File: src/sv/srtf_scheduler_assert.svh
// Assertion macros used by the scheduler datapath.
`ifndef SRTF_SCHEDULER_ASSERT_SVH
`define SRTF_SCHEDULER_ASSERT_SVH

`ifndef NO_ASSERTIONS

// Checked at every clock edge outside reset.
`define SRTF_ASSERT(label, prop, msg) \
  label: assert property (@(posedge clk) disable iff (rst) prop) else $error(msg);

// Checked at every clock edge, reset included.
`define SRTF_ASSERT_ALWAYS(label, prop, msg) \
  label: assert property (@(posedge clk) prop) else $error(msg);

`else

`define SRTF_ASSERT(label, prop, msg)
`define SRTF_ASSERT_ALWAYS(label, prop, msg)

`endif

`endif

File: src/sv/srtf_pkg.sv
// Shared constants, types and state encoding for the SRTF scheduler.
`default_nettype none

package srtf_pkg;

  localparam int MAX_PROCS  = 16;
  localparam int TIME_BITS  = 16;
  localparam int IDX_BITS   = $clog2(MAX_PROCS);
  localparam int PIDX_BITS  = 4;
  localparam int NPROC_BITS = 5;
  localparam int RUN_BITS   = 5;

  localparam logic [TIME_BITS-1:0]  TIME_MAX   = {TIME_BITS{1'b1}};
  localparam logic [NPROC_BITS-1:0] PROC_LIMIT = NPROC_BITS'(MAX_PROCS);

  localparam logic ACT_LOAD = 1'b0;
  localparam logic ACT_TICK = 1'b1;

  typedef enum logic [2:0] {
    ST_IDLE,
    ST_SCAN,
    ST_DRAIN,
    ST_UPDATE,
    ST_CALC,
    ST_OUT
  } srtf_state_t;

  typedef struct packed {
    logic load_wr;
    logic scan_start;
    logic scan_rd;
    logic update;
    logic calc;
    logic out_load;
  } srtf_cmd_t;

  typedef struct packed {
    logic scan_last;
    logic out_free;
  } srtf_stat_t;

endpackage

`default_nettype wire

File: src/sv/srtf_ifs.sv
// Channel interfaces for the scheduler: request input, result output, configuration write.
`default_nettype none

interface srtf_in_if;
  import srtf_pkg::*;
  logic                  valid;
  logic                  ready;
  logic                  action;
  logic [PIDX_BITS-1:0]  proc_index;
  logic [TIME_BITS-1:0]  arrival_time;
  logic [TIME_BITS-1:0]  burst_time;
  modport source(output valid, action, proc_index, arrival_time, burst_time, input ready);
  modport sink(input valid, action, proc_index, arrival_time, burst_time, output ready);
endinterface

interface srtf_out_if;
  import srtf_pkg::*;
  logic                 valid;
  logic                 ready;
  logic [TIME_BITS-1:0] tick_time;
  logic [RUN_BITS-1:0]  running_proc;
  logic                 first_run;
  logic [TIME_BITS-1:0] response_time;
  logic                 finished;
  logic [TIME_BITS-1:0] turnaround_time;
  logic [TIME_BITS-1:0] waiting_time;
  logic                 all_done;
  modport source(output valid, tick_time, running_proc, first_run, response_time, finished,
                 turnaround_time, waiting_time, all_done, input ready);
  modport sink(input valid, tick_time, running_proc, first_run, response_time, finished,
               turnaround_time, waiting_time, all_done, output ready);
endinterface

interface srtf_cfg_if;
  import srtf_pkg::*;
  logic                  valid;
  logic                  ready;
  logic [NPROC_BITS-1:0] num_processes;
  modport source(output valid, num_processes, input ready);
  modport sink(input valid, num_processes, output ready);
endinterface

`default_nettype wire

File: src/sv/srtf_ctrl.sv
// Controller state machine that sequences load and tick requests through the datapath.
`default_nettype none

module srtf_ctrl (
  input  wire logic               clk,
  input  wire logic               rst,
  input  wire logic               in_valid,
  input  wire logic               in_action,
  output logic                    in_ready,
  input  wire srtf_pkg::srtf_stat_t stat,
  output srtf_pkg::srtf_cmd_t     cmd
);
  import srtf_pkg::*;

  srtf_state_t state;
  srtf_state_t state_next;

  always_ff @(posedge clk) begin
    if (rst) begin
      state <= ST_IDLE;
    end else begin
      state <= state_next;
    end
  end

  always_comb begin
    state_next = state;
    cmd        = '0;
    in_ready   = 1'b0;
    case (state)
      ST_IDLE: begin
        in_ready = 1'b1;
        if (in_valid) begin
          if (in_action == ACT_TICK) begin
            cmd.scan_start = 1'b1;
            state_next     = ST_SCAN;
          end else begin
            cmd.load_wr = 1'b1;
          end
        end
      end
      ST_SCAN: begin
        cmd.scan_rd = 1'b1;
        if (stat.scan_last) begin
          state_next = ST_DRAIN;
        end
      end
      ST_DRAIN: begin
        state_next = ST_UPDATE;
      end
      ST_UPDATE: begin
        cmd.update = 1'b1;
        state_next = ST_CALC;
      end
      ST_CALC: begin
        cmd.calc   = 1'b1;
        state_next = ST_OUT;
      end
      ST_OUT: begin
        if (stat.out_free) begin
          cmd.out_load = 1'b1;
          state_next   = ST_IDLE;
        end
      end
      default: begin
        state_next = ST_IDLE;
      end
    endcase
  end

endmodule

`default_nettype wire

File: src/sv/srtf_dp.sv
// Datapath: process table, minimum search, per-tick accounting and result register.
`default_nettype none

module srtf_dp (
  input  wire logic                             clk,
  input  wire logic                             rst,
  input  wire srtf_pkg::srtf_cmd_t              cmd,
  output srtf_pkg::srtf_stat_t                  stat,
  input  wire logic                             cfg_we,
  input  wire logic [srtf_pkg::NPROC_BITS-1:0]  cfg_data,
  input  wire logic [srtf_pkg::PIDX_BITS-1:0]   ld_index,
  input  wire logic [srtf_pkg::TIME_BITS-1:0]   ld_arrival,
  input  wire logic [srtf_pkg::TIME_BITS-1:0]   ld_burst,
  output logic                                  out_valid,
  input  wire logic                             out_ready,
  output logic [srtf_pkg::TIME_BITS-1:0]        out_tick_time,
  output logic [srtf_pkg::RUN_BITS-1:0]         out_running,
  output logic                                  out_first,
  output logic [srtf_pkg::TIME_BITS-1:0]        out_response,
  output logic                                  out_finished,
  output logic [srtf_pkg::TIME_BITS-1:0]        out_turnaround,
  output logic [srtf_pkg::TIME_BITS-1:0]        out_waiting,
  output logic                                  out_all_done
);
  import srtf_pkg::*;

  logic [TIME_BITS-1:0] rem_mem [MAX_PROCS];
  logic [TIME_BITS-1:0] arr_mem [MAX_PROCS];
  logic [TIME_BITS-1:0] bur_mem [MAX_PROCS];

  logic [MAX_PROCS-1:0] run_bits;
  logic [MAX_PROCS-1:0] done_bits;
  logic [MAX_PROCS-1:0] in_use;

  logic [IDX_BITS-1:0]  last_idx;
  logic [IDX_BITS-1:0]  cfg_last;
  logic [TIME_BITS-1:0] cur_time;
  logic [TIME_BITS-1:0] time_inc;

  logic [IDX_BITS-1:0]  scan_idx;
  logic                 rd_valid;
  logic [IDX_BITS-1:0]  rd_idx;
  logic [TIME_BITS-1:0] rd_rem;
  logic [TIME_BITS-1:0] rd_arr;
  logic [TIME_BITS-1:0] rd_bur;
  logic                 rd_take;

  logic                 best_found;
  logic [IDX_BITS-1:0]  best_idx;
  logic [TIME_BITS-1:0] best_rem;
  logic [TIME_BITS-1:0] best_arr;
  logic [TIME_BITS-1:0] best_bur;
  logic [TIME_BITS-1:0] best_rem_dec;

  logic                 ld_ok;
  logic [IDX_BITS-1:0]  ld_addr;

  logic [RUN_BITS-1:0]  res_running;
  logic                 res_first;
  logic [TIME_BITS-1:0] res_resp;
  logic                 res_fin;
  logic [TIME_BITS-1:0] res_turn;
  logic [TIME_BITS-1:0] res_wait;
  logic                 res_all_done;

  assign ld_ok        = {1'b0, ld_index} < PROC_LIMIT;
  assign ld_addr      = IDX_BITS'(ld_index);
  assign time_inc     = (cur_time == TIME_MAX) ? cur_time : cur_time + 1'b1;
  assign best_rem_dec = best_rem - 1'b1;
  assign stat.scan_last = (scan_idx == last_idx);
  assign stat.out_free  = !out_valid || out_ready;

  always_comb begin
    if (cfg_data == '0) begin
      cfg_last = '0;
    end else if (cfg_data > PROC_LIMIT) begin
      cfg_last = IDX_BITS'(MAX_PROCS - 1);
    end else begin
      cfg_last = IDX_BITS'(cfg_data - 1'b1);
    end
  end

  always_comb begin
    for (int i = 0; i < MAX_PROCS; i++) begin
      in_use[i] = (IDX_BITS'(i) <= last_idx);
    end
  end

  // An entry competes when it is unfinished, has work left and has arrived.
  always_comb begin
    rd_take = !done_bits[rd_idx] && (rd_rem != '0) && (rd_arr <= cur_time) &&
              (!best_found || (rd_rem < best_rem) ||
               ((rd_rem == best_rem) && (rd_arr < best_arr)));
  end

  always_ff @(posedge clk) begin
    if (cmd.load_wr && ld_ok) begin
      arr_mem[ld_addr] <= ld_arrival;
      bur_mem[ld_addr] <= ld_burst;
      rem_mem[ld_addr] <= ld_burst;
    end else if (cmd.update && best_found) begin
      rem_mem[best_idx] <= best_rem_dec;
    end
    if (cmd.scan_rd) begin
      rd_rem <= rem_mem[scan_idx];
      rd_arr <= arr_mem[scan_idx];
      rd_bur <= bur_mem[scan_idx];
      rd_idx <= scan_idx;
    end
  end

  always_ff @(posedge clk) begin
    if (rst) begin
      last_idx   <= '0;
      scan_idx   <= '0;
      rd_valid   <= 1'b0;
      best_found <= 1'b0;
      run_bits   <= '0;
      done_bits  <= '0;
      cur_time   <= '0;
      out_valid  <= 1'b0;
    end else begin
      if (cfg_we) begin
        last_idx <= cfg_last;
      end
      rd_valid <= cmd.scan_rd;
      if (cmd.scan_start) begin
        scan_idx <= '0;
      end else if (cmd.scan_rd) begin
        scan_idx <= scan_idx + 1'b1;
      end
      if (cmd.scan_start) begin
        best_found <= 1'b0;
      end else if (rd_valid && rd_take) begin
        best_found <= 1'b1;
      end
      if (cmd.load_wr && ld_ok) begin
        run_bits[ld_addr]  <= 1'b0;
        done_bits[ld_addr] <= (ld_burst == '0);
      end else if (cmd.update && best_found) begin
        run_bits[best_idx] <= 1'b1;
        if (best_rem_dec == '0) begin
          done_bits[best_idx] <= 1'b1;
        end
      end
      if (cmd.out_load) begin
        cur_time  <= time_inc;
        out_valid <= 1'b1;
      end else if (out_ready) begin
        out_valid <= 1'b0;
      end
    end
  end

  always_ff @(posedge clk) begin
    if (rd_valid && rd_take) begin
      best_idx <= rd_idx;
      best_rem <= rd_rem;
      best_arr <= rd_arr;
      best_bur <= rd_bur;
    end
    if (cmd.update) begin
      if (best_found) begin
        res_running <= RUN_BITS'(best_idx) + 1'b1;
        res_first   <= !run_bits[best_idx];
        res_resp    <= run_bits[best_idx] ? '0 : cur_time - best_arr;
        res_fin     <= (best_rem_dec == '0);
        if (best_rem_dec != '0) begin
          res_turn <= '0;
        end else if (time_inc >= best_arr) begin
          res_turn <= time_inc - best_arr;
        end else begin
          res_turn <= '0;
        end
      end else begin
        res_running <= '0;
        res_first   <= 1'b0;
        res_resp    <= '0;
        res_fin     <= 1'b0;
        res_turn    <= '0;
      end
    end
    if (cmd.calc) begin
      res_wait     <= (res_fin && (res_turn >= best_bur)) ? res_turn - best_bur : '0;
      res_all_done <= &(done_bits | ~in_use);
    end
    if (cmd.out_load) begin
      out_tick_time  <= cur_time;
      out_running    <= res_running;
      out_first      <= res_first;
      out_response   <= res_resp;
      out_finished   <= res_fin;
      out_turnaround <= res_turn;
      out_waiting    <= res_wait;
      out_all_done   <= res_all_done;
    end
  end

`include "srtf_scheduler_assert.svh"

  `SRTF_ASSERT(a_pick_unfinished, cmd.update && best_found |-> !done_bits[best_idx], "chosen entry already complete")
  `SRTF_ASSERT(a_no_overwrite, cmd.out_load |-> !out_valid || out_ready, "result register overwritten before taken")
  `SRTF_ASSERT(a_scan_in_range, rd_valid |-> rd_idx <= last_idx, "scan read beyond entries in use")
  `SRTF_ASSERT(a_finish_marks, cmd.update && best_found && best_rem == 1 |=> done_bits[$past(best_idx)], "finished entry not marked complete")
  `SRTF_ASSERT_ALWAYS(a_reset_idle, rst |=> !out_valid && !rd_valid && !best_found, "datapath not idle after reset")

endmodule

`default_nettype wire

File: src/sv/srtf_scheduler.sv
// Top level of the preemptive shortest-remaining-time-first scheduler.
//
//   Port       Role    Payload
//   sched_in   sink    action, proc_index, arrival_time, burst_time
//   sched_out  source  tick_time, running_proc, first_run, response_time, finished,
//                      turnaround_time, waiting_time, all_done
//   cfg_wr     sink    num_processes
//
// A load request gives no result, and the block stays ready for the next request.
// A tick request passes through the scan of the n entries in use, then DRAIN, UPDATE, CALC and OUT,
// where it waits for a free result register; the next request is taken once the result is loaded:
// the table has one read port, so the minimum search visits one entry per cycle.
// Reset clears the control state and the run and completion flags; no clearing pass is needed.
// A waiting result does not block new requests until the next tick reaches its output cycle.
`default_nettype none

module srtf_scheduler (
  input  wire logic clk,
  input  wire logic rst,
  srtf_in_if.sink   sched_in,
  srtf_out_if.source sched_out,
  srtf_cfg_if.sink  cfg_wr
);
  import srtf_pkg::*;

  srtf_cmd_t  cmd;
  srtf_stat_t stat;
  logic       in_ready;

  assign sched_in.ready = in_ready;
  assign cfg_wr.ready   = 1'b1;

  srtf_ctrl u_ctrl (
    .clk       (clk),
    .rst       (rst),
    .in_valid  (sched_in.valid),
    .in_action (sched_in.action),
    .in_ready  (in_ready),
    .stat      (stat),
    .cmd       (cmd)
  );

  srtf_dp u_dp (
    .clk            (clk),
    .rst            (rst),
    .cmd            (cmd),
    .stat           (stat),
    .cfg_we         (cfg_wr.valid),
    .cfg_data       (cfg_wr.num_processes),
    .ld_index       (sched_in.proc_index),
    .ld_arrival     (sched_in.arrival_time),
    .ld_burst       (sched_in.burst_time),
    .out_valid      (sched_out.valid),
    .out_ready      (sched_out.ready),
    .out_tick_time  (sched_out.tick_time),
    .out_running    (sched_out.running_proc),
    .out_first      (sched_out.first_run),
    .out_response   (sched_out.response_time),
    .out_finished   (sched_out.finished),
    .out_turnaround (sched_out.turnaround_time),
    .out_waiting    (sched_out.waiting_time),
    .out_all_done   (sched_out.all_done)
  );

endmodule

`default_nettype wire

File: src/flat_wrapper.sv
// flat-port wrapper written by rule: the top's interface ports become plain ports
module srtf_scheduler_flat import srtf_pkg::*;
  (clk, rst, sched_in_valid, sched_in_action, sched_in_proc_index, sched_in_arrival_time, sched_in_burst_time, sched_in_ready, sched_out_valid, sched_out_tick_time, sched_out_running_proc, sched_out_first_run, sched_out_response_time, sched_out_finished, sched_out_turnaround_time, sched_out_waiting_time, sched_out_all_done, sched_out_ready, cfg_wr_valid, cfg_wr_num_processes, cfg_wr_ready);
  srtf_in_if sched_in_i ();
  srtf_out_if sched_out_i ();
  srtf_cfg_if cfg_wr_i ();
  input  wire logic clk;
  input  wire logic rst;
  input wire logic [$bits(sched_in_i.valid)-1:0] sched_in_valid;
  input wire logic [$bits(sched_in_i.action)-1:0] sched_in_action;
  input wire logic [$bits(sched_in_i.proc_index)-1:0] sched_in_proc_index;
  input wire logic [$bits(sched_in_i.arrival_time)-1:0] sched_in_arrival_time;
  input wire logic [$bits(sched_in_i.burst_time)-1:0] sched_in_burst_time;
  output wire logic [$bits(sched_in_i.ready)-1:0] sched_in_ready;
  output wire logic [$bits(sched_out_i.valid)-1:0] sched_out_valid;
  output wire logic [$bits(sched_out_i.tick_time)-1:0] sched_out_tick_time;
  output wire logic [$bits(sched_out_i.running_proc)-1:0] sched_out_running_proc;
  output wire logic [$bits(sched_out_i.first_run)-1:0] sched_out_first_run;
  output wire logic [$bits(sched_out_i.response_time)-1:0] sched_out_response_time;
  output wire logic [$bits(sched_out_i.finished)-1:0] sched_out_finished;
  output wire logic [$bits(sched_out_i.turnaround_time)-1:0] sched_out_turnaround_time;
  output wire logic [$bits(sched_out_i.waiting_time)-1:0] sched_out_waiting_time;
  output wire logic [$bits(sched_out_i.all_done)-1:0] sched_out_all_done;
  input wire logic [$bits(sched_out_i.ready)-1:0] sched_out_ready;
  input wire logic [$bits(cfg_wr_i.valid)-1:0] cfg_wr_valid;
  input wire logic [$bits(cfg_wr_i.num_processes)-1:0] cfg_wr_num_processes;
  output wire logic [$bits(cfg_wr_i.ready)-1:0] cfg_wr_ready;
  assign sched_in_i.valid = sched_in_valid;
  assign sched_in_i.action = sched_in_action;
  assign sched_in_i.proc_index = sched_in_proc_index;
  assign sched_in_i.arrival_time = sched_in_arrival_time;
  assign sched_in_i.burst_time = sched_in_burst_time;
  assign sched_in_ready = sched_in_i.ready;
  assign sched_out_valid = sched_out_i.valid;
  assign sched_out_tick_time = sched_out_i.tick_time;
  assign sched_out_running_proc = sched_out_i.running_proc;
  assign sched_out_first_run = sched_out_i.first_run;
  assign sched_out_response_time = sched_out_i.response_time;
  assign sched_out_finished = sched_out_i.finished;
  assign sched_out_turnaround_time = sched_out_i.turnaround_time;
  assign sched_out_waiting_time = sched_out_i.waiting_time;
  assign sched_out_all_done = sched_out_i.all_done;
  assign sched_out_i.ready = sched_out_ready;
  assign cfg_wr_i.valid = cfg_wr_valid;
  assign cfg_wr_i.num_processes = cfg_wr_num_processes;
  assign cfg_wr_ready = cfg_wr_i.ready;
  srtf_scheduler u_core (.clk(clk), .rst(rst), .sched_in(sched_in_i), .sched_out(sched_out_i), .cfg_wr(cfg_wr_i));
endmodule
File: config.mk
export PLATFORM = sky130hd
export DESIGN_NAME = srtf_scheduler_flat
export DESIGN_NICKNAME = d
export VERILOG_FILES = /design/src/sv/srtf_pkg.sv /design/src/sv/srtf_ifs.sv /design/src/sv/srtf_ctrl.sv /design/src/sv/srtf_dp.sv /design/src/sv/srtf_scheduler.sv /design/src/flat_wrapper.sv
export VERILOG_INCLUDE_DIRS = /design/src /design/src/sv
export SDC_FILE = /design/constraint.sdc
export NUM_CORES = 1
export LEC_CHECK = 0
export BUFFER_PORTS_ARGS = -buffer_cell sky130_fd_sc_hd__buf_4
export CAP_MARGIN = 0
export CORE_ASPECT_RATIO = 0.7
export CORE_MARGIN = 4
export CORE_UTILIZATION = 54
export CTS_CLUSTER_SIZE = 40
export DETAILED_ROUTE_END_ITERATION = 10
export HOLD_SLACK_MARGIN = 0.05
export PLACE_DENSITY = 0.72
export SLEW_MARGIN = 0
export SYNTH_ARGS = -nofsm -noshare
export SYNTH_HDL_FRONTEND = slang
export SYNTH_SLANG_ARGS = --single-unit
export TNS_END_PERCENT = 100
File: constraint.sdc
create_clock -name clk -period 9.75 [get_ports clk]
set_input_delay 0 -clock clk [delete_from_list [all_inputs] [get_ports clk]]
set_output_delay 0 -clock clk [all_outputs]
set_load 0.05 [all_outputs]
==> qor.csv, run 1 <==
stage,metric,value,unit
cts,clock_latency,680,ps
floorplanning,die_y,246,µm
final_layout,final_common_cell,edfxtp_1,
power_and_ir_drop,pwr-share-comb,0.072,
cts,htree_levels,3,
power_and_ir_drop,peakVddDrop,0.144,mV
placement,place_ws,4390,ps
synth,syn_nets,2589,
hold_path,min_path_cells,2,
final_layout,num_antenna_cells,0,
synth,yosysWarnings,0,
final_layout,largestRegisters,"u_core.u_dp.arr_mem x256, u_core.u_dp.bur_mem x256, u_core.u_dp.rem_mem x256",
cts,numCtsBuffers,98,
power_and_ir_drop,swShare,0.221,
cts,clk_pin_slew_worst_paths,70,ps
timing,holdWs,148,ps
drt,drtIter0Drc,3496,
grt,grt_max_degree,88,
power_and_ir_drop,cellPowerDensity,192,nW/µm²
synth,synth.top_cell.area_share,0.685,
timing,setup-tns-final,0,ps
grt,grt_pass1_vias,23400,
setup_path,path_cells,"nand3_1, nor4_2, nand3_2, xnor2_1, ha_1, inv_1, fa_1, a21o_1, a221oi_2, a22oi_1, a2111oi_0, o21ai_1, o311ai_4, a211oi_1",
cts,root_buffer,clkbuf_16,
synth,yosysTopAreaCell,edfxtp_1,
cts,cts_tree,built,
floorplanning,start_util,0.544,
power_and_ir_drop,p_leak,16.2,nW
grt,grt_pass1_wl,156,mm
timing,setup_violations,0,
timing,skew,54.5,ps
timing,setup_slack,4370,ps
synth,netlist_instances,2436,
synth,syn_avg_cell_area,18.0,µm²
timing,slew_headroom,0.194,
setup_path,worst_setup_path_start_kind,register,
placement,io_buffer_count,120,
grt,grt_overflow_total,0,
setup_path,end_kind,register,
run,drv_cap,0,
drt,viasPerCell,6.32,
drt,ant_nets,0,
synth,ys_top_cells_by_area,"edfxtp_1, mux4_2, ha_1",
synth,ys_ff_latch,1062,
power_and_ir_drop,p_sw,0.00211,W
drt,wl,106,mm
synth,synth-seq-area-share,0.713,
final_layout,syn_to_final_growth,13.7,%
drt,vias,24100,
floorplanning,num_rows,87,
status,status,finished clean,
placement,gp_congestion,0.906,
timing,rsz0062_at_grt,false,
grt,antenna_found_initial,3,
placement,dp_cells,3577,
hold_path,hp-class,primary input to register,
floorplanning,pin_count,122,
timing,hold_violations,0,
setup_path,path_buf_inv,1,
synth,synth_edf_count,1000,
drt,drc,0,
timing,fmax,0.186,GHz
synth,async_flop_share,0,
synth,synth_area,43800,µm²
floorplanning,dieArea,85900,µm²
placement,place_hpwl,63.8,mm
timing,tightest_slew,1200,ps
timing,final.period_utilization,0.551,
setup_path,path_max_fanout,15,
cts,cts_setup_buffers,0,
setup_path,ff2ff_path_depth,14,
synth,ys_types,79,
setup_path,arrival,5730,ps
drt,first_pass_iters,7,
grt,grtUsageTotal,0.248,
timing,fin_crit,5380,ps
final_layout,drive_gt1_frac,0.213,
power_and_ir_drop,power,0.00956,W
synth,ys.flop_type,edfxtp_1,
cts,clockBufferDepth,3,
floorplanning,die_x,349,µm
setup_path,max_stage_delay,800,ps
drt,wl_per_cell,27.8,µm
setup_path,path_delay_family,compound AO/OA/AOI/OAI gates,
final_layout,final_cell_mix,"edfxtp_1, mux4_2, buf_4",
final_layout,instances_no_fill,3811,
setup_path,cpMaxStageDelayCell,nor4_2,
power_and_ir_drop,internal-power,0.00745,W
setup_path,crit_cells,14,
final_layout,nets,2819,
setup_path,path_class,register to register,
timing,drv_slew,0,
power_and_ir_drop,clock_power_share,0.389,
setup_path,crit_required,10100,ps
power_and_ir_drop,share_seq_of_total_power,0.540,
floorplanning,coreArea,80600,µm²
cts,cts.sinks,1062,
## metal layers
layer | up-vias | wire length (µm) | global-route usage
li1 | 10300 | - | -
met1 | 12400 | 47400 | 0.401
met2 | 1313 | 45600 | 0.353
met3 | 165 | 10500 | 0.0473
met4 | 2 | 2390 | 0.0589
met5 | - | 7 | 0
## area by class of cell
class | count | area [µm²]
Sequential cell | 1062 | 31300
Fill cell | 5587 | 30700
Multi-Input combinational cell | 1165 | 11800
Clock buffer | 122 | 2580
Timing Repair Buffer | 228 | 1870
Tap cell | 1068 | 1340
Clock inverter | 55 | 536
Inverter | 111 | 418
## path summary, 6_finish.rpt
kind                                 start                           to  slack, ps
setup / recovery   u_core.u_dp.cur_time[3]      u_core.u_dp.res_turn[3]       4370
hold / removal    sched_in_arrival_time[5]    u_core.u_dp.arr_mem[0][5]        150
setup reg to reg   u_core.u_dp.cur_time[3]      u_core.u_dp.res_turn[3]       4370
hold reg to reg   u_core.u_dp.res_wait[13]  u_core.u_dp.out_waiting[13]        390
## kinds of logic (layout without fill, tap and decap cells)
| group | after synthesis | after routing | share of synthesized area |
|---|---|---|---|
| AO/OA/AOI/OAI | 320 | 320 | 0.0473 |
| flip-flops | 1062 | 1062 | 0.713 |
| AND/OR/NAND/NOR | 419 | 419 | 0.0477 |
| XOR/XNOR | 65 | 65 | 0.0130 |
| other | 1 | 1 | 0.0000855 |
| buffers and inverters | 209 | 516 | 0.0185 |
| adder cells (fa/ha/maj) | 107 | 107 | 0.0310 |
| multiplexers | 253 | 253 | 0.129 |
## power by group through the flow
stage	clock, W	combinational, W	sequential [W]
finish	0.00372	0.000686	0.00516
global route	0.00399	0.000741	0.00517
global placement	0	0.000651	0.00525
CTS	0.00378	0.000691	0.00516
floorplan	0	0.000477	0.00521
detailed placement	0	0.000666	0.00526
## synthesized netlist by cell type (4+ instances only)
cell	number
and2_1	6
edfxtp_1	1000
o311ai_0	4
a21oi_1	102
nand2b_1	8
and3_1	10
a211o_1	4
nor4_1	16
nand4_1	18
or3_1	9
o2111ai_1	5
mux4_2	250
nand3_1	30
a211oi_1	19
a21o_1	17
ha_1	103
dfxtp_1	62
o21ai_0	51
nand2_1	79
a31oi_1	17
inv_1	110
nor3_1	54
a22oi_1	17
nor2_1	134
o22ai_1	14
o21a_1	21
nor2b_1	24
xnor2_1	44
a311oi_1	7
o211ai_1	4
nor3b_1	5
xor2_1	21
buf_2	6
buf_1	17
clkbuf_1	72
## metrics by stage
step	instance area (µm²)	util
CTS	49800	0.619
global placement	46100	0.573
global route	49800	0.619
finish	49800	0.619
detailed placement	46100	0.573
floorplan	43800	-
## what timing repair did
action	CTS	global route
hold buffers	57	0
endpoints found under the hold margin	666	0
resized for setup	0	0
(Power assumes the default switching activity.)
==> run 2, diff against run 1 <==
==> constraint.sdc (replaced) <==
create_clock -name clk -period 5.1 [get_ports clk]
set_input_delay 0 -clock clk [delete_from_list [all_inputs] [get_ports clk]]
set_output_delay 0 -clock clk [all_outputs]
set_load 0.05 [all_outputs]
==> qor.csv, run 2 (synthesis gave the netlist of run 1 again) <==
stage,metric,value,unit,change
status,status,finished clean,,
drt,drtIter0Drc,2953,,-16%
power_and_ir_drop,cellPowerDensity,369,nW/µm²,+92%
placement,place_area,46300,µm²,+0.31%
cts,clk_pin_slew_worst_paths,70,ps,about the same
cts,cts.sinks,1062,,unchanged
floorplanning,pin_count,122,,unchanged
timing,hold_violations,0,,unchanged
cts,clock_latency,700,ps,+20 ps
power_and_ir_drop,p_sw,0.00408,W,+93%
run,drv_cap,0,,unchanged
timing,fin_crit,4720,ps,-653 ps
placement,io_buffer_count,120,,unchanged
drt,ant_nets,0,,unchanged
setup_path,worst_setup_path_start_kind,register,,
power_and_ir_drop,internal-power,0.0144,W,+93%
timing,drv_slew,0,,unchanged
final_layout,final_area,50100,µm²,+0.48%
power_and_ir_drop,peakVddDrop,0.249,mV,+72%
floorplanning,coreArea,80600,µm²,unchanged
floorplanning,die_x,349,µm,unchanged
floorplanning,dieArea,85900,µm²,unchanged
final_layout,instances_no_fill,3829,,+0.47%
setup_path,reg2reg_slack,380,ps,-4000 ps
grt,grt_pass1_vias,23700,,+1.3%
timing,setup_violations,0,,unchanged
placement,place_hpwl,64.8,mm,+1.5%
cts,root_buffer,clkbuf_16,,
setup_path,crit_required,5510,ps,-4590 ps
hold_path,hp-class,primary input to register,,
setup_path,ff2ff_path_depth,15,,+1
final_layout,final_common_cell,edfxtp_1,,
grt,grt_max_degree,85,,-3.4%
cts,numCtsBuffers,97,,-1.0%
power_and_ir_drop,p_leak,16.3,nW,+1.1%
power_and_ir_drop,clock_power_share,0.393,,+0.004
setup_path,path_class,register to register,,
floorplanning,die_y,246,µm,unchanged
setup_path,end_kind,register,,
power_and_ir_drop,power,0.0185,W,+93%
final_layout,nets,2832,,+0.46%
drt,wl_per_cell,27.7,µm,-0.42%
power_and_ir_drop,swShare,0.221,,about the same
setup_path,critPathLaunch,u_core.u_dp.cur_time[10],,
timing,rsz0062_at_grt,false,,
setup_path,path_cells,"and3_1, nor2b_1, nand3_2, xnor2_1, ha_1, inv_1, fa_1, a21o_1, a221oi_2, a22oi_1, a2111oi_0, o21ai_1, o311ai_4, buf_12, a31oi_1",,
final_layout,num_antenna_cells,0,,unchanged
placement,gp_congestion,0.935,,+3.2%
drt,wl,106,mm,about the same
floorplanning,num_rows,87,,unchanged
setup_path,arrival,5130,ps,-600 ps
drt,drc,0,,unchanged
setup_path,cpMaxStageDelayCell,a2111oi_0,,
final_layout,largestRegisters,"u_core.u_dp.arr_mem x256, u_core.u_dp.bur_mem x256, u_core.u_dp.rem_mem x256",,
setup_path,path_max_fanout,15,,unchanged
timing,skew,41.7,ps,-12.8 ps
grt,grt_pass1_wl,157,mm,+0.65%
timing,tightest_slew,1280,ps,+73.0 ps
cts,cts_tree,built,,
grt,grtUsageTotal,0.250,,+0.00183
final_layout,syn_to_final_growth,14.2,%,
timing,slew_headroom,0.149,,-0.0451
grt,grt_overflow_total,0,,unchanged
cts,clockBufferDepth,3,,unchanged
power_and_ir_drop,pwr-share-comb,0.072,,about the same
drt,viasPerCell,6.33,,about the same
power_and_ir_drop,share_seq_of_total_power,0.535,,-0.005
drt,first_pass_iters,6,,-1
drt,vias,24200,,+0.52%
timing,setup-tns-final,0,ps,unchanged
setup_path,crit_end,u_core.u_dp.res_turn[14],,
timing,holdWs,158,ps,+9.52 ps
placement,dp_cells,3588,,+0.31%
setup_path,r2r-start,u_core.u_dp.cur_time[10],,
setup_path,worstReg2RegEnd,u_core.u_dp.res_turn[14],,
timing,final.period_utilization,0.926,,+0.375
final_layout,final_cell_mix,"edfxtp_1, mux4_2, buf_4",,
final_layout,drive_gt1_frac,0.221,,+0.00730
timing,fmax,0.212,GHz,+14%
grt,antenna_found_initial,0,,-3
setup_path,max_stage_delay,610,ps,-190 ps
cts,htree_levels,3,,unchanged
cts,cts-resized-gates,0,,unchanged
floorplanning,start_util,0.544,,unchanged
-- run 2: repair_timing --
| item | in CTS | in global routing |
|---|---|---|
| setup buffers | 0 | 1 |
| hold endpoints to repair | 701 | 0 |
| setup endpoints to repair | 0 | 10 |
| hold buffers | 58 | 0 |
-- run 2: worst min-delay path by stage --
stage                             start                         end  slack (ps)  cells after the start
6_report       sched_in_arrival_time[2]  u_core.u_dp.arr_mem[12][2]         160                      2
3_5_place_dp               cfg_wr_valid     u_core.u_dp.last_idx[0]         260                      2
2_1_floorplan  sched_in_arrival_time[0]   u_core.u_dp.arr_mem[0][0]         100                      0
4_1_cts        sched_in_arrival_time[2]  u_core.u_dp.arr_mem[12][2]         130                      2
5_1_grt        sched_in_arrival_time[2]  u_core.u_dp.arr_mem[12][2]         150                      2
3_3_place_gp               cfg_wr_valid     u_core.u_dp.last_idx[1]         240                      2
-- run 2: power by group through the flow --
| stage | Sequential (W) | Clock (W) | Combinational [W] |
|---|---|---|---|
| 3_3_place_gp | 0.0100 | 0 | 0.00126 |
| 6_report | 0.00987 | 0.00726 | 0.00133 |
| 5_1_grt | 0.00988 | 0.00781 | 0.00144 |
| 2_1_floorplan | 0.00997 | 0 | 0.000913 |
| 3_5_place_dp | 0.0101 | 0 | 0.00129 |
| 4_1_cts | 0.00987 | 0.00738 | 0.00134 |
-- run 2: layout make-up --
cell class	instances	area (µm²)
Clock buffer	116	2500
Clock inverter	65	676
Fill cell	5598	30500
Inverter	111	418
Multi-Input combinational cell	1165	11800
Sequential cell	1062	31300
Tap cell	1068	1340
Timing Repair Buffer	242	2050
-- run 2: critical path: cells and delay by family, from the launching register on --
kind / cells / cell delay [ps]
flops: 1 / 510
buf+inv: 2 / 240
simple gates: 3 / 840
fa+ha+maj: 2 / 620
compound gates: 7 / 2030
xor+xnor: 1 / 210
-- run 2: through the flow --
stage	setup WS, ps	util
2_1_floorplan	723	-
3_3_place_gp	406	0.575
3_5_place_dp	316	0.575
4_1_cts	286	0.621
5_1_grt	172	0.622
6_report	376	0.622
-- run 2: per-layer routing --
layer	routed length (µm)	GRT usage	part of all wire	vias to the layer above
met5	0	0	0	-
met1	46900	0.397	0.44	12500
met3	10700	0.0544	0.10	143
li1	-	-	-	10300
met2	46300	0.358	0.44	1290
met4	2140	0.0575	0.020	0
==> run 3, diff against run 2 <==
--- a/config.mk
+++ b/config.mk
@@ -14,7 +14,9 @@
 export CTS_CLUSTER_SIZE = 40
 export DETAILED_ROUTE_END_ITERATION = 10
 export HOLD_SLACK_MARGIN = 0.05
+export MAX_ROUTING_LAYER = met4
 export PLACE_DENSITY = 0.72
+export REMOVE_ABC_BUFFERS = 1
 export SLEW_MARGIN = 0
 export SYNTH_ARGS = -nofsm -noshare
 export SYNTH_HDL_FRONTEND = slang
==> qor.csv, run 3 (synthesis gave the netlist of run 1 again) <==
stage,metric,value,unit,change
setup_path,cpMaxStageDelayCell,a2111oi_0,,
placement,place_hpwl,65.0,mm,+0.40%
power_and_ir_drop,cellPowerDensity,371,nW/µm²,+0.63%
final_layout,final_cell_mix,"edfxtp_1, mux4_2, buf_4",,
floorplanning,start_util,0.544,,unchanged
grt,met3_usage,0.0569,,+0.00249
grt,grt_util_met1,0.387,,-0.00972
setup_path,worst_setup_path_start_kind,register,,
cts,numCtsBuffers,97,,unchanged
placement,dp_cells,3587,,-0.028%
power_and_ir_drop,pwr-share-comb,0.072,,about the same
cts,cts-resized-gates,0,,unchanged
drt,drc,0,,unchanged
power_and_ir_drop,peakVddDrop,0.270,mV,+8.7%
timing,fin_crit,4660,ps,-62.7 ps
drt,viasPerCell,6.27,,-0.88%
final_layout,final_common_cell,edfxtp_1,,
drt,wl_per_cell,27.4,µm,-0.86%
timing,setup_slack,438,ps,+62.7 ps
timing,final.period_utilization,0.914,,-0.0123
setup_path,crit_required,5500,ps,about the same
setup_path,end_kind,register,,
cts,clk_pin_slew_worst_paths,60,ps,about the same
setup_path,path_buf_inv,2,,unchanged
timing,fmax,0.215,GHz,+1.3%
grt,busiest_layer,met1,,
grt,grt_overflow_total,0,,unchanged
final_layout,instances_no_fill,3826,,-0.078%
setup_path,arrival,5060,ps,-70 ps
final_layout,largestRegisters,"u_core.u_dp.arr_mem x256, u_core.u_dp.bur_mem x256, u_core.u_dp.rem_mem x256",,
timing,slew_headroom,0.179,,+0.0300
final_layout,syn_to_final_growth,14.4,%,
final_layout,nets,2830,,-0.071%
run,drv_cap,0,,unchanged
drt,drtIter0Drc,3070,,+4.0%
floorplanning,die_x,349,µm,unchanged
cts,clock_latency,680,ps,-20 ps
timing,setup_violations,0,,unchanged
timing,rsz0062_at_grt,false,,
placement,place_ws,250,ps,-66.2 ps
cts,clockBufferDepth,3,,unchanged
drt,first_pass_iters,6,,unchanged
grt,grt_max_degree,78,,-8.2%
drt,ant_nets,0,,unchanged
floorplanning,num_rows,87,,unchanged
cts,root_buffer,clkbuf_16,,
cts,cts.sinks,1062,,unchanged
power_and_ir_drop,clock_power_share,0.399,,+0.006
cts,htree_levels,3,,unchanged
timing,drv_slew,0,,unchanged
floorplanning,die_y,246,µm,unchanged
status,status,finished clean,,
floorplanning,pin_count,122,,unchanged
grt,grt_pass1_vias,23600,,-0.28%
setup_path,path_class,register to register,,
floorplanning,dieArea,85900,µm²,unchanged
power_and_ir_drop,swShare,0.217,,-0.00386
setup_path,path_cells,"nand3_1, nor4_2, nand3_2, xnor2_1, ha_1, inv_1, fa_1, a21o_1, a221oi_2, a22oi_1, a2111oi_0, o21ai_1, o311ai_4, buf_12, nor2_1",,
grt,grtUsageTotal,0.255,,+0.00518
timing,skew,42.3,ps,+0.517 ps
drt,vias,24000,,-0.96%
drt,wl,105,mm,-0.94%
timing,tightest_slew,1230,ps,-46.2 ps
final_layout,drive_gt1_frac,0.215,,-0.00605
grt,grt_pass1_wl,157,mm,-0.42%
power_and_ir_drop,internal-power,0.0146,W,+1.3%
setup_path,max_stage_delay,560,ps,-50 ps
timing,hold_violations,0,,unchanged
power_and_ir_drop,p_leak,16.3,nW,-0.21%
grt,antenna_found_initial,4,,+4
placement,io_buffer_count,120,,unchanged
power_and_ir_drop,p_sw,0.00404,W,-0.97%
cts,cts_tree,built,,
setup_path,path_delay_family,compound AO/OA/AOI/OAI gates,,
hold_path,hp-class,primary input to register,,
setup_path,path_max_fanout,15,,unchanged
floorplanning,coreArea,80600,µm²,unchanged
power_and_ir_drop,share_seq_of_total_power,0.529,,-0.006
placement,gp_congestion,0.926,,-0.92%
grt,use_met2,0.360,,+0.00198
==> run 3: cell count changes in the layout (fill, tap and decap cells not counted), moves of 2 or more <==
cell        previous run  this run
buf_4                177       174
bufinv_16             10        14
clkinv_1              23        43
clkinv_2              27        10
clkinv_8               0         3
clkinvlp_4             7         2
diode_2                0         3
inv_1                102        95
inv_6                  2         0
==> run 3: area by class of cell <==
cell class	count	area, µm²
Timing Repair Buffer	240	2050
Clock inverter	62	758
Clock buffer	115	2490
Sequential cell	1062	31300
Tap cell	1068	1340
Inverter	111	418
Antenna cell	3	7.51
Fill cell	5594	30400
Multi-Input combinational cell	1165	11800
==> run 3: worst reg2reg max path: stages (launching register included) <==
cell       delay [ps]
dfxtp_1           490
nand3_1           300
nor4_2            400
nand3_2           240
xnor2_1           220
ha_1              190
inv_1              60
fa_1              430
a21o_1            210
a221oi_2          330
a22oi_1           170
a2111oi_0         560
o21ai_1           230
o311ai_4          330
buf_12            180
nor2_1             70
==> run 3: metal layers <==
metal | share of wire | vias up
li1 | - | 10300
met1 | 0.44 | 12400
met2 | 0.45 | 1177
met3 | 0.096 | 132
met4 | 0.017 | 0
met5 | 0 | -
==> run 3: path summary, 6_finish.rpt <==
check                                start                         to  slack (ps)  cells after the start
setup / recovery   u_core.u_dp.cur_time[3]   u_core.u_dp.res_turn[11]         440                     15
hold / removal    sched_in_arrival_time[8]  u_core.u_dp.arr_mem[0][8]         170                      2
setup reg to reg   u_core.u_dp.cur_time[3]   u_core.u_dp.res_turn[11]         440                     15
hold reg to reg     u_core.u_dp.rd_bur[14]   u_core.u_dp.best_bur[14]         410                      0
==> run 3: repair_timing <==
action | 4_1_cts | 5_1_grt
setup buffers | 0 | 1
hold endpoints to repair | 661 | 0
setup endpoints to repair | 0 | 15
hold buffers | 58 | 0
==> run 3: power by group through the flow <==
stage	clock [W]	sequential, W	combinational, W
finish	0.00742	0.00985	0.00134
global route	0.00795	0.00986	0.00145
detailed placement	0	0.0100	0.00130
floorplan	0	0.0101	0.000953
CTS	0.00753	0.00985	0.00135
global placement	0	0.0100	0.00127
==> run 3: per-stage QoR <==
step | TNS [ps] | hold WS (ps) | utilization | power (W) | cell area, µm²
after floorplan | -235970 | 64.6 | - | 0.0111 | 43400
after global placement | 0 | 246 | 0.575 | 0.0113 | 46300
after global routing | 0 | 155 | 0.623 | 0.0193 | 50100
after CTS | 0 | 127 | 0.622 | 0.0187 | 50100
final | 0 | 167 | 0.623 | 0.0186 | 50100
after detailed placement | 0 | 252 | 0.575 | 0.0113 | 46300
